$ cat config.mk
export PLATFORM = sky130hd
export DESIGN_NAME = image_header_size_sniffer_top
export DESIGN_NICKNAME = d
export VERILOG_FILES = /design/src/rtl/iss_pkg.sv /design/src/rtl/iss_parser.sv /design/src/rtl/image_header_size_sniffer_top.sv
export SDC_FILE = /design/constraint.sdc
export NUM_CORES = 1
export LEC_CHECK = 0
export ABC_CLOCK_PERIOD_IN_PS = 13600
export CAP_MARGIN = 20
export CORE_ASPECT_RATIO = 0.8
export CORE_MARGIN = 1
export CORE_UTILIZATION = 70
export DETAILED_ROUTE_END_ITERATION = 16
export DONT_BUFFER_PORTS = 1
export GPL_ROUTABILITY_DRIVEN = 1
export PLACE_DENSITY_LB_ADDON = 0.2
export SLEW_MARGIN = 10
export SYNTH_ARGS = -nofsm -noshare
export SYNTH_HDL_FRONTEND = slang
export SYNTH_HIERARCHICAL = 1
export SYNTH_SLANG_ARGS = --single-unit
$ cat constraint.sdc
create_clock -name clk -period 13.6 [get_ports clk]
set_input_delay 0.68 -clock clk [delete_from_list [all_inputs] [get_ports clk]]
set_output_delay 0.68 -clock clk [all_outputs]
set_load 0.005 [all_outputs]
$ cat src/rtl/iss_pkg.sv
// Shared types and constants for the image header size sniffer.
package iss_pkg;

	localparam int POS_BITS = 24;

	localparam logic FMT_PNG  = 1'b0;
	localparam logic FMT_JPEG = 1'b1;

	typedef struct packed {
		logic       valid;
		logic [7:0] data_byte;
		logic       end_of_file;
	} iss_step_t;

	typedef struct packed {
		logic [31:0] image_width;
		logic [31:0] image_height;
		logic        status;
	} iss_result_t;

endpackage

$ cat src/rtl/iss_parser.sv
// Header parse state and per-byte next-state logic for PNG and JPEG files.
module iss_parser import iss_pkg::*; (
	input  logic        clk,
	input  logic        arst_n,
	input  logic        mode,
	input  logic        restart,
	input  iss_step_t   step,
	output iss_result_t result
);

	localparam int TGT_BITS = POS_BITS + 18;

	localparam logic [2:0] PH_HEAD  = 3'd0;
	localparam logic [2:0] PH_SEEK  = 3'd1;
	localparam logic [2:0] PH_MTYPE = 3'd2;
	localparam logic [2:0] PH_LENHI = 3'd3;
	localparam logic [2:0] PH_LENLO = 3'd4;
	localparam logic [2:0] PH_SOF   = 3'd5;
	localparam logic [2:0] PH_DONE  = 3'd6;
	localparam logic [2:0] PH_FAIL  = 3'd7;

	localparam logic [7:0] B_FF = 8'hFF;
	localparam logic [7:0] B_D8 = 8'hD8;
	localparam logic [7:0] B_E0 = 8'hE0;
	localparam logic [7:0] B_C0 = 8'hC0;
	localparam logic [7:0] B_J  = 8'h4A;
	localparam logic [7:0] B_F  = 8'h46;
	localparam logic [7:0] B_I  = 8'h49;
	localparam logic [7:0] B_00 = 8'h00;

	localparam logic [POS_BITS-1:0] POS_MAX = '1;

	logic [POS_BITS-1:0] pos_q, nmp_q, pos_n, nmp_n, off;
	logic [15:0]         len_q, len_n;
	logic [2:0]          phase_q, phase_n, ph_eff;
	logic [31:0]         width_q, height_q, width_n, height_n;
	logic                failed_q, failed_n;
	logic                sig_ok, adv_req, ok;
	logic [TGT_BITS-1:0] adv_base, target, pos_ext, nmp_ext;
	logic [7:0]          b;

	assign b       = step.data_byte;
	assign pos_ext = TGT_BITS'(pos_q);
	assign nmp_ext = TGT_BITS'(nmp_q);
	assign off     = pos_q - nmp_q;

	// JFIF signature bytes at fixed offsets
	always_comb begin
		unique case (pos_q)
			POS_BITS'(0):  sig_ok = (b == B_FF);
			POS_BITS'(1):  sig_ok = (b == B_D8);
			POS_BITS'(2):  sig_ok = (b == B_FF);
			POS_BITS'(3):  sig_ok = (b == B_E0);
			POS_BITS'(6):  sig_ok = (b == B_J);
			POS_BITS'(7):  sig_ok = (b == B_F);
			POS_BITS'(8):  sig_ok = (b == B_I);
			POS_BITS'(9):  sig_ok = (b == B_F);
			POS_BITS'(10): sig_ok = (b == B_00);
			default:       sig_ok = 1'b1;
		endcase
	end

	always_comb begin
		pos_n    = (pos_q == POS_MAX) ? pos_q : pos_q + POS_BITS'(1);
		nmp_n    = nmp_q;
		len_n    = len_q;
		phase_n  = phase_q;
		width_n  = width_q;
		height_n = height_q;
		failed_n = failed_q;
		ph_eff   = phase_q;
		adv_req  = 1'b0;
		adv_base = '0;
		target   = '0;
		if (mode == FMT_PNG) begin
			if (pos_q >= POS_BITS'(16) && pos_q <= POS_BITS'(19)) begin
				width_n = {width_q[23:0], b};
			end else if (pos_q >= POS_BITS'(20) && pos_q <= POS_BITS'(23)) begin
				height_n = {height_q[23:0], b};
			end
			if (pos_q == POS_BITS'(23)) begin
				phase_n = PH_DONE;
			end
		end else begin
			if (!sig_ok) begin
				failed_n = 1'b1;
				phase_n  = PH_FAIL;
				ph_eff   = PH_FAIL;
			end
			unique case (ph_eff)
				PH_HEAD: begin
					if (pos_q == POS_BITS'(4)) begin
						len_n = {b, 8'h00};
					end else if (pos_q == POS_BITS'(5)) begin
						len_n    = len_q | {8'h00, b};
						adv_req  = 1'b1;
						adv_base = TGT_BITS'(4);
					end
				end
				PH_SEEK: begin
					if (pos_q == nmp_q) begin
						if (b == B_FF) begin
							phase_n = PH_MTYPE;
						end else begin
							// not a marker: skip the previous length again
							adv_req  = 1'b1;
							adv_base = nmp_ext;
						end
					end
				end
				PH_MTYPE: begin
					phase_n = (b == B_C0) ? PH_SOF : PH_LENHI;
				end
				PH_LENHI: begin
					len_n   = {b, 8'h00};
					phase_n = PH_LENLO;
				end
				PH_LENLO: begin
					len_n    = len_q | {8'h00, b};
					adv_req  = 1'b1;
					adv_base = nmp_ext + TGT_BITS'(2);
				end
				PH_SOF: begin
					if (off == POS_BITS'(5) || off == POS_BITS'(6)) begin
						height_n = {16'h0000, height_q[7:0], b};
					end else if (off == POS_BITS'(7) || off == POS_BITS'(8)) begin
						width_n = {16'h0000, width_q[7:0], b};
					end
					if (off >= POS_BITS'(8)) begin
						phase_n = PH_DONE;
					end
				end
				default: begin
				end
			endcase
			if (adv_req) begin
				if (len_n == 16'h0000) begin
					failed_n = 1'b1;
					phase_n  = PH_FAIL;
				end else begin
					target = adv_base + TGT_BITS'(len_n);
					if (target <= pos_ext) begin
						target = pos_ext + TGT_BITS'(1);
					end
					if (target > TGT_BITS'(POS_MAX)) begin
						failed_n = 1'b1;
						phase_n  = PH_FAIL;
					end else begin
						nmp_n   = target[POS_BITS-1:0];
						phase_n = PH_SEEK;
					end
				end
			end
			// search ran into the saturated end of the position range
			if (pos_q == POS_MAX && phase_n != PH_DONE) begin
				failed_n = 1'b1;
				phase_n  = PH_FAIL;
			end
		end
	end

	always_comb begin
		if (mode == FMT_PNG) begin
			ok = (phase_n == PH_DONE);
		end else begin
			ok = (phase_n == PH_DONE) && !failed_n && !(width_n == '0 && height_n == '0);
		end
		result.image_width  = ok ? width_n : '0;
		result.image_height = ok ? height_n : '0;
		result.status       = !ok;
	end

	always_ff @(posedge clk or negedge arst_n) begin
		if (!arst_n) begin
			pos_q    <= '0;
			nmp_q    <= '0;
			len_q    <= '0;
			phase_q  <= PH_HEAD;
			width_q  <= '0;
			height_q <= '0;
			failed_q <= 1'b0;
		end else if (restart || (step.valid && step.end_of_file)) begin
			pos_q    <= '0;
			nmp_q    <= '0;
			len_q    <= '0;
			phase_q  <= PH_HEAD;
			width_q  <= '0;
			height_q <= '0;
			failed_q <= 1'b0;
		end else if (step.valid) begin
			pos_q    <= pos_n;
			nmp_q    <= nmp_n;
			len_q    <= len_n;
			phase_q  <= phase_n;
			width_q  <= width_n;
			height_q <= height_n;
			failed_q <= failed_n;
		end
	end

endmodule

$ cat src/rtl/image_header_size_sniffer_top.sv
// Path: an accepted last byte of a file passes the input register, then the result register, to the master side.
// Throughput: one byte per cycle; the input register drains into the parse state each cycle.
// Only a last byte waits, and only while the result register holds an untaken result.
// Reset (arst_n low, asynchronous): empty input and result registers, PNG format,
// parse state at offset 0 in the signature check.
module image_header_size_sniffer_top import iss_pkg::*; (
	input  logic        clk,
	input  logic        arst_n,
	// format register write: cfg_data bit 0 = format_mode (0 PNG, 1 JPEG)
	input  logic        cfg_valid,
	output logic        cfg_ready,
	input  logic        cfg_data,
	// byte stream in
	input  logic        s_axis_tvalid,
	output logic        s_axis_tready,
	input  logic [7:0]  s_axis_tdata,   // [7:0] data_byte
	input  logic        s_axis_tlast,   // end_of_file
	// result out
	output logic        m_axis_tvalid,
	input  logic        m_axis_tready,
	output logic [63:0] m_axis_tdata,   // [31:0] image_width, [63:32] image_height
	output logic        m_axis_tuser    // status: 0 found, 1 invalid
);

	logic        mode_q;
	logic        in_valid_s1;
	logic [7:0]  in_byte_s1;
	logic        in_last_s1;
	logic        res_valid_s2;
	iss_result_t res_s2;
	iss_result_t result;
	iss_step_t   step;
	logic        res_free, s1_adv, in_acc, cfg_acc;

	// Writes must only arrive while idle; the block itself does not enforce this. The register is always ready.
	assign cfg_ready = 1'b1;
	assign cfg_acc   = cfg_valid && cfg_ready;

	always_ff @(posedge clk or negedge arst_n) begin
		if (!arst_n) begin
			mode_q <= FMT_PNG;
		end else if (cfg_acc) begin
			mode_q <= cfg_data;
		end
	end

	// A byte that is not the last one produces no result and always advances;
	// the last byte advances only when the result register can take its result.
	assign res_free      = !res_valid_s2 || m_axis_tready;
	assign s1_adv        = in_valid_s1 && (!in_last_s1 || res_free);
	assign s_axis_tready = !in_valid_s1 || s1_adv;
	assign in_acc        = s_axis_tvalid && s_axis_tready;

	// Input register: hold the item until the parse stage takes it.
	always_ff @(posedge clk or negedge arst_n) begin
		if (!arst_n) begin
			in_valid_s1 <= 1'b0;
		end else if (in_acc) begin
			in_valid_s1 <= 1'b1;
		end else if (s1_adv) begin
			in_valid_s1 <= 1'b0;
		end
	end

	always_ff @(posedge clk) begin
		if (in_acc) begin
			in_byte_s1 <= s_axis_tdata;
			in_last_s1 <= s_axis_tlast;
		end
	end

	assign step.valid       = s1_adv;
	assign step.data_byte   = in_byte_s1;
	assign step.end_of_file = in_last_s1;

	// Parse state advances one byte per step and computes the result of a last byte.
	iss_parser u_parser (
		.clk     (clk),
		.arst_n  (arst_n),
		.mode    (mode_q),
		.restart (cfg_acc),
		.step    (step),
		.result  (result)
	);

	// Result register: load on the last byte of a file, drop when taken.
	always_ff @(posedge clk or negedge arst_n) begin
		if (!arst_n) begin
			res_valid_s2 <= 1'b0;
		end else if (s1_adv && in_last_s1) begin
			res_valid_s2 <= 1'b1;
		end else if (m_axis_tready) begin
			res_valid_s2 <= 1'b0;
		end
	end

	always_ff @(posedge clk) begin
		if (s1_adv && in_last_s1) begin
			res_s2 <= result;
		end
	end

	assign m_axis_tvalid = res_valid_s2;
	assign m_axis_tdata  = {res_s2.image_height, res_s2.image_width};
	assign m_axis_tuser  = res_s2.status;

	// An invalid result carries zero dimensions.
	a_invalid_zero: assert property (@(posedge clk) disable iff (!arst_n)
		m_axis_tvalid && m_axis_tuser |-> m_axis_tdata == '0)
		else $error("invalid result with nonzero dimensions");

	// The input register only stalls on a last byte behind an untaken result.
	a_stall_cause: assert property (@(posedge clk) disable iff (!arst_n)
		in_valid_s1 && !s1_adv |-> in_last_s1 && res_valid_s2 && !m_axis_tready)
		else $error("input register stalled without cause");

	// Input side back-pressure comes only from a held last byte.
	a_ready_low: assert property (@(posedge clk) disable iff (!arst_n)
		!s_axis_tready |-> in_valid_s1 && in_last_s1)
		else $error("input not ready without a pending last byte");

	// A last byte that advances shows its result in the next cycle.
	a_result_follows: assert property (@(posedge clk) disable iff (!arst_n)
		s1_adv && in_last_s1 |=> m_axis_tvalid)
		else $error("result missing after last byte");

endmodule
After elaboration in Yosys (flattened, before gate mapping):

Cells that the tools add are included.

* flip-flop bits (word level): 209
* input port bits: 15
* logic and storage cells: 175

* add/sub/neg operators: 5
* magnitude comparators: 7
* equal/unequal tests: 34
* mux-type cells: 76
* bitwise logic cells: 1
* reduce and logical (&&, ||, !) cells: 37

Operators by type and width (count)
* $mux 32: 14
* $mux 42: 7
* $mux 24: 10
* $eq 24x3->1 const B: 7
* $pmux 42 s3: 1
* $eq 24x4->1 const B: 4
* $mux 16: 6
* $logic_not 32->1: 2
* $eq 24x2->1 const B: 2
* $ge 24x5->1 const B: 2
* $le 24x5->1 const B: 2
* $mux 3: 16
* $pmux 16 s3: 1
* $add 42x16->42: 1
* $gt 42x24->1 const B: 1
* $le 42x24->1: 1
* $eq 8x8->1 const B: 4
* $add 24x1->25 const B: 1
* $add 24x2->25 const B: 1
* $add 24x1->24 const B: 1
* $eq 24x1->1 const B: 1
* $eq 24x24->1: 1
* $eq 24x24->1 const B: 1
* $eq 24x5->1 const B: 1
* 24 further kinds: 72

Depth between registers and ports, before layout:

* word-level depth: 28
* mapped depth: 38
* gate-level depth less buffers: 33

By module:

The synthesis kept the hierarchy.

Modules (own cells, without submodules)
* iss_parser: instances 1, cells an instance 1633, area an instance 12838.6 um^2, seq. area each 3303.2 um^2
* image_header_size_sniffer_top: instances 1, cells an instance 88, area an instance 2387.3 um^2, seq. area each 2297.2 um^2

Worst setup path after synthesis:

OpenSTA, ideal clock, no wires.

* path kind: reg2reg
* from: register u_parser.pos_q[1]
* to: register res_s2 (netlist bit m_axis_tdata[12]), data pin
* library setup time: 0.275 ns
* data arrival time: 7.416 ns
* data required time: 13.325 ns
* setup slack: 5.909 ns
* cell stages (with the launch flop): 38
* period minus slack after synthesis: 7.691 ns
* cells stage by stage: dfrtp_1 > inv_1 > ha_1 > clkbuf_1 > a221oi_1 > mux2i_1 > a2111oi_2 > a21oi_2 > buf_2 > buf_1 > nor2_1 > clkbuf_1 > nand2_1 > o21ai_0 > ha_1 > a21o_1 > a221o_1 > o221ai_1 > [... 2 more ...] > o31a_1 > o41a_1 > nand3b_1 > xor2_1 > nor2_1 > ha_1 > nand2_1 > nor4_1 > o21ai_0 > a21oi_1 > o31a_1 > nor2_1 > nor4_1 > o21ai_1 > nand2_1 > buf_2 > clkbuf_1 > nor3_2

* longest elaborated chain between the ends: 27
* elaborated cells on any way between the ends: 100

Ends and longest elaborated chain
* start: declaration: RTL line iss_parser.sv:33 `logic [POS_BITS-1:0] pos_q, nmp_q, pos_n, nmp_n, off;`
* start signal: assignment: RTL line iss_parser.sv:191 `pos_q <= pos_n;`
* $eq 24x3->1 (tied with other cells): RTL line iss_parser.sv:49 `unique case (pos_q)`
* $reduce_or 2->1 (no line)
* $pmux 1 s7: RTL line iss_parser.sv:49
* $mux 3: RTL line iss_parser.sv:85 `if (!sig_ok) begin`
* $mux 3: RTL line iss_parser.sv:75 `if (mode == FMT_PNG) begin`
* $eq 3x3->1 (tied with other cells): RTL line iss_parser.sv:90 `unique case (ph_eff)`
* $pmux 42 s3 / $pmux 16 s3 (equally long branches): RTL line iss_parser.sv:90
* $mux 42 / $mux 16 (equally long branches): RTL line iss_parser.sv:75
* [... 10 more ...]
* $mux 3: RTL line iss_parser.sv:75
* $ne 3x3->1: RTL line iss_parser.sv:155 `if (pos_q == POS_MAX && phase_n != PH_DONE) begin`
* $logic_and 1x1->1: RTL line iss_parser.sv:155
* $mux 3 / $mux 1 (equally long branches): RTL line iss_parser.sv:155
* $mux 3 / $mux 1 (equally long branches): RTL line iss_parser.sv:75
* $eq 3x3->1 / $logic_not 1->1 (equally long branches): RTL line iss_parser.sv:164, iss_parser.sv:166
* $logic_and 1x1->1 (2 in series): RTL line iss_parser.sv:166 `ok = (phase_n == PH_DONE) && !failed_n && !(width_n == '0 && height_n == '0);`
* $mux 1: RTL line iss_parser.sv:163 `if (mode == FMT_PNG) begin`
* end signal: assignment: RTL line image_header_size_sniffer_top.sv:99 `res_s2 <= result;`
* end: declaration: RTL line image_header_size_sniffer_top.sv:30 `iss_result_t res_s2;`

Several ways; a longest one is shown, not always the timed one. The select of a mux whose other input is x is not followed.
A chain may end at the register's enable or synchronous reset.

Worst setup path after layout:

* from: register u_parser.pos_q[1]
* to: register res_s2 (netlist bit m_axis_tdata[4]), data pin

The elaborated chain is that of the path after synthesis.

==> flow_summary.json <==
{
  "preCtsSetupSlack_ns": 4.25,
  "antenna_found_initial": 0,
  "finalSetupViolations": 0,
  "r2r_start": "u_parser/pos_q[1]",
  "gr-total-overflow": 0,
  "grt_max_degree": 136,
  "post-route-drc-count": 0,
  "port_buffers": 0,
  "core_area_um2": 21000,
  "synth_top_area_cell": "dfrtp_1",
  "fin_util_pct": 76.1,
  "rsz0062_at_grt": "no",
  "synth_mux_area_share_pct": 3.90,
  "worst_slack_ns": 3.68,
  "cpMaxStageDelayCell": "buf_4",
  "cts_buffers": 22,
  "syn_avg_cell_area_um2": 8.85,
  "synth_cell_types": 91,
  "r2r-end": "m_axis_tdata[4]",
  "drv_slew": 0,
  "synth_compound_area_share_pct": 23.3,
  "grt_pass1_wl_mm": 75.8,
  "finalSetupTns_ns": 0,
  "syn_to_final_growth_pct": 4.91,
  "endpoint": "m_axis_tdata[4]",
  "initial_utilization_pct": 72.5,
  "finalHoldViolCount": 0,
  "synth_xor_area_share_pct": 2.70,
  "synthArstFlopShare_pct": 64.6,
  "yosys.area_share.simple_pct": 22.3,
  "grtUsageMet1_pct": 64.7,
  "cts_buffer_depth": 3,
  "cp.required_ns": 13.81,
  "worst-setup-path-type": "register to register",
  "endpoint_kind": "register",
  "hold_ws_ns": 0.160,
  "drt_first_pass_iters": 7,
  "num_io_pins": 83,
  "drive_gt1_share_pct": 8.33,
  "cp.arrival_ns": 10.13,
  "cts_tree": "done",
  "fp.dieH_um": 134,
  "critical_path.max_fanout": 65,
  "hold_class": "primary input to async pin",
  "netlist.area_leader.share_pct": 22.2,
  "final_nets": 1738,
  "drtAntennaViolNets": 0,
  "period_minus_slack_ns": 9.92,
  "yosysWarnings": 6,
  "die_width_um": 167,
  "r2r_slack_ns": 3.68,
  "routed_via_density": 7.54,
  "ys.flop_type": "dfrtp_1",
  "power_density_nw_per_um2": 88.4,
  "ys_seq_elements": 209,
  "diodes": 0,
  "grt_pass1_vias": 13200,
  "slew_headroom_pct": 24.2,
  "path_clk_slew_ns": 0.06,
  "ir_drop_mv": 0.150,
  "rr_worst_depth": 34,
  "outcome": "completed",
  "syn_nets": 1806,
  "fin_worst_skew_ns": 0.0173,
  "ctsHtreeMaxLevel": 1,
  "grtUsageMet2_pct": 61.9,
  "grtUsageTotal_pct": 43.4,
  "worst_pin_slew_ns": 1.13,
  "root_buffer": "clkbuf_16",
  "grt_use_met3_pct": 11.7,
  "netlist_instances": 1721,
  "drtIter0Drc": 2632,
  "post-route-period-util_pct": 72.9,
  "nFillCells": 1446,
  "startpoint": "u_parser/pos_q[1]",
  "fmax_mhz": 101,
  "dieArea_um2": 22300,
  "synth_edf_count": 74,
  "maxCapViolCount": 0,
  "synthAdderAreaFrac_pct": 5.85,
  "place_hpwl_mm": 34.5,
  "routedWlPerCell_um": 25.3,
  "p_leak_nw": 6.44,
  "rows": 47,
  "synth_top_family_by_area": "compound AO/OA/AOI/OAI gates",
  "cp-start-kind": "register",
  "ys_seq_area_share_pct": 36.8,
  "totalWireLength_mm": 49.1,
  "syn_area_um2": 15200,
  "slowest_delay_ns": 0.73,
  "clkLatencyLatePin_ns": 0.52,
  "grt.busiest_layer": "met1",
  "cts_sinks": 209,
  "gp_congestion": 1.00,
  "dr_total_vias": 14600,
  "synth.area.top_cells": "dfrtp_1 (22%), edfxtp_1 (15%), ha_1 (5.6%)"
}
## final cells by class
class                   count  area [um^2]  area share (%)
multi-input cells        1329         8860            55.5
repair buffers             21          216            1.36
clock buffers              28          616            3.85
inverters                  70          263            1.64
clock inverters            12         75.1           0.470
flip-flops and latches    209         5600            35.1
well taps                 269          337            2.11
## cells in the mapped netlist, drive strengths merged, types with 9 or more instances
library cell  number
a211oi            12
a21o              16
a21oi            104
a22o              88
a31oi             53
and2              20
and3              14
and4               9
buf               39
clkbuf            74
dfrtp            135
edfxtp            74
ha                68
inv               70
mux2i             57
nand2            154
nand2b            11
nand3             39
nand4             28
nor2             143
nor2b             17
nor3              97
nor3b              9
nor4              37
o211ai            13
o21a              14
o21ai            116
o2bb2ai           12
o31ai             15
or2               10
or3               18
or4                9
xnor2             38
xor2               9
## metal layers
layer	part of all wire, %	routed length, um	up-vias
met3	15	7580	137
met4	2.4	1200	0
met5	0	0	-
met1	40	19800	6910
li1	-	-	6314
met2	42	20600	1250
## cells by family (layout without fill, tap and decap cells)
kind of cell / Yosys count / count (layout)
buffers and inverters: 183 / 131
AOI/OAI and AO/OA: 522 / 522
muxes: 59 / 59
xor gates and xnor gates: 47 / 47
DFF: 209 / 209
other: 1 / 1
adders and majority gates: 70 / 70
and+or+nand+nor: 630 / 630
## cells in the final DEF, fill, tap and decap left out, drive strengths merged, types with 9 or more instances in the layout
cell type  Yosys  routed
a211oi        12      12
a21o          16      16
a21oi        104     104
a22o          88      88
a31oi         53      53
and2          20      20
and3          14      14
and4           9       9
buf           39      21
clkbuf        74      28
clkinv         0       9
dfrtp        135     135
edfxtp        74      74
ha            68      68
inv           70      72
mux2i         57      57
nand2        154     154
nand2b        11      11
nand3         39      39
nand4         28      28
nor2         143     143
nor2b         17      17
nor3          97      97
nor3b          9       9
nor4          37      37
o211ai        13      13
o21a          14      14
o21ai        116     116
o2bb2ai       12      12
o31ai         15      15
or2           10      10
or3           18      18
or4            9       9
xnor2         38      38
xor2           9       9
## critical path: cells and delay by family, from the launching register on
family	cells	cell delay, ns
adders and majority gates	3	1.07
buffers and inverters	2	0.95
DFF	1	0.52
AOI/OAI and AO/OA	16	4.16
and+or+nand+nor	12	2.67
xor gates and xnor gates	1	0.15
## worst min path at each step
stage                      start            endpoint  slack (ns)  cells past startpoint
after floorplan           arst_n         in_valid_s1        0.38                      0
after global placement    arst_n  u_parser/pos_q[18]        0.40                      0
after detailed placement  arst_n  u_parser/pos_q[18]        0.40                      0
after CTS                 arst_n  u_parser/nmp_q[21]        0.20                      1
after global routing      arst_n   u_parser/nmp_q[5]        0.23                      1
final                     arst_n  u_parser/nmp_q[23]        0.16                      1
## registers in the layout, summed over array words and instances, names as in the netlist
| register | count |
|---|---|
| in_byte_s1 | 8 |
| in_last_s1 | 1 |
| in_valid_s1 | 1 |
| m_axis_tdata | 64 |
| m_axis_tuser | 1 |
| m_axis_tvalid | 1 |
| mode_q | 1 |
| u_parser/failed_q | 1 |
| u_parser/height_q | 32 |
| u_parser/len_q | 16 |
| u_parser/nmp_q | 24 |
| u_parser/phase_q | 3 |
| u_parser/pos_q | 24 |
| u_parser/width_q | 32 |
## report_power, final
group | total, mW | internal, mW | leakage (nW) | switching, mW
clock | 0.586 | 0.324 | 0.341 | 0.262
combinational | 0.144 | 0.0321 | 3.54 | 0.112
sequential | 0.682 | 0.666 | 2.56 | 0.0159
total | 1.41 | 1.02 | 6.44 | 0.390
## stage by stage
stage | cell area (um^2) | cells | power, mW
6_report | 16000 | 1938 | 1.41
5_1_grt | 16000 | 1938 | 1.44
4_1_cts | 15900 | 1934 | 1.40
3_5_place_dp | 15200 | 1893 | 0.820
3_3_place_gp | 15200 | 1893 | 0.817
2_1_floorplan | 15200 | 1721 | 0.791
## repair_timing
item	4_1_cts	5_1_grt
resized for setup	0	0
buffers inserted	0	0
hold buffers	1	0
hold endpoints to repair	135	0
Power figures use the tool's default switching activity.
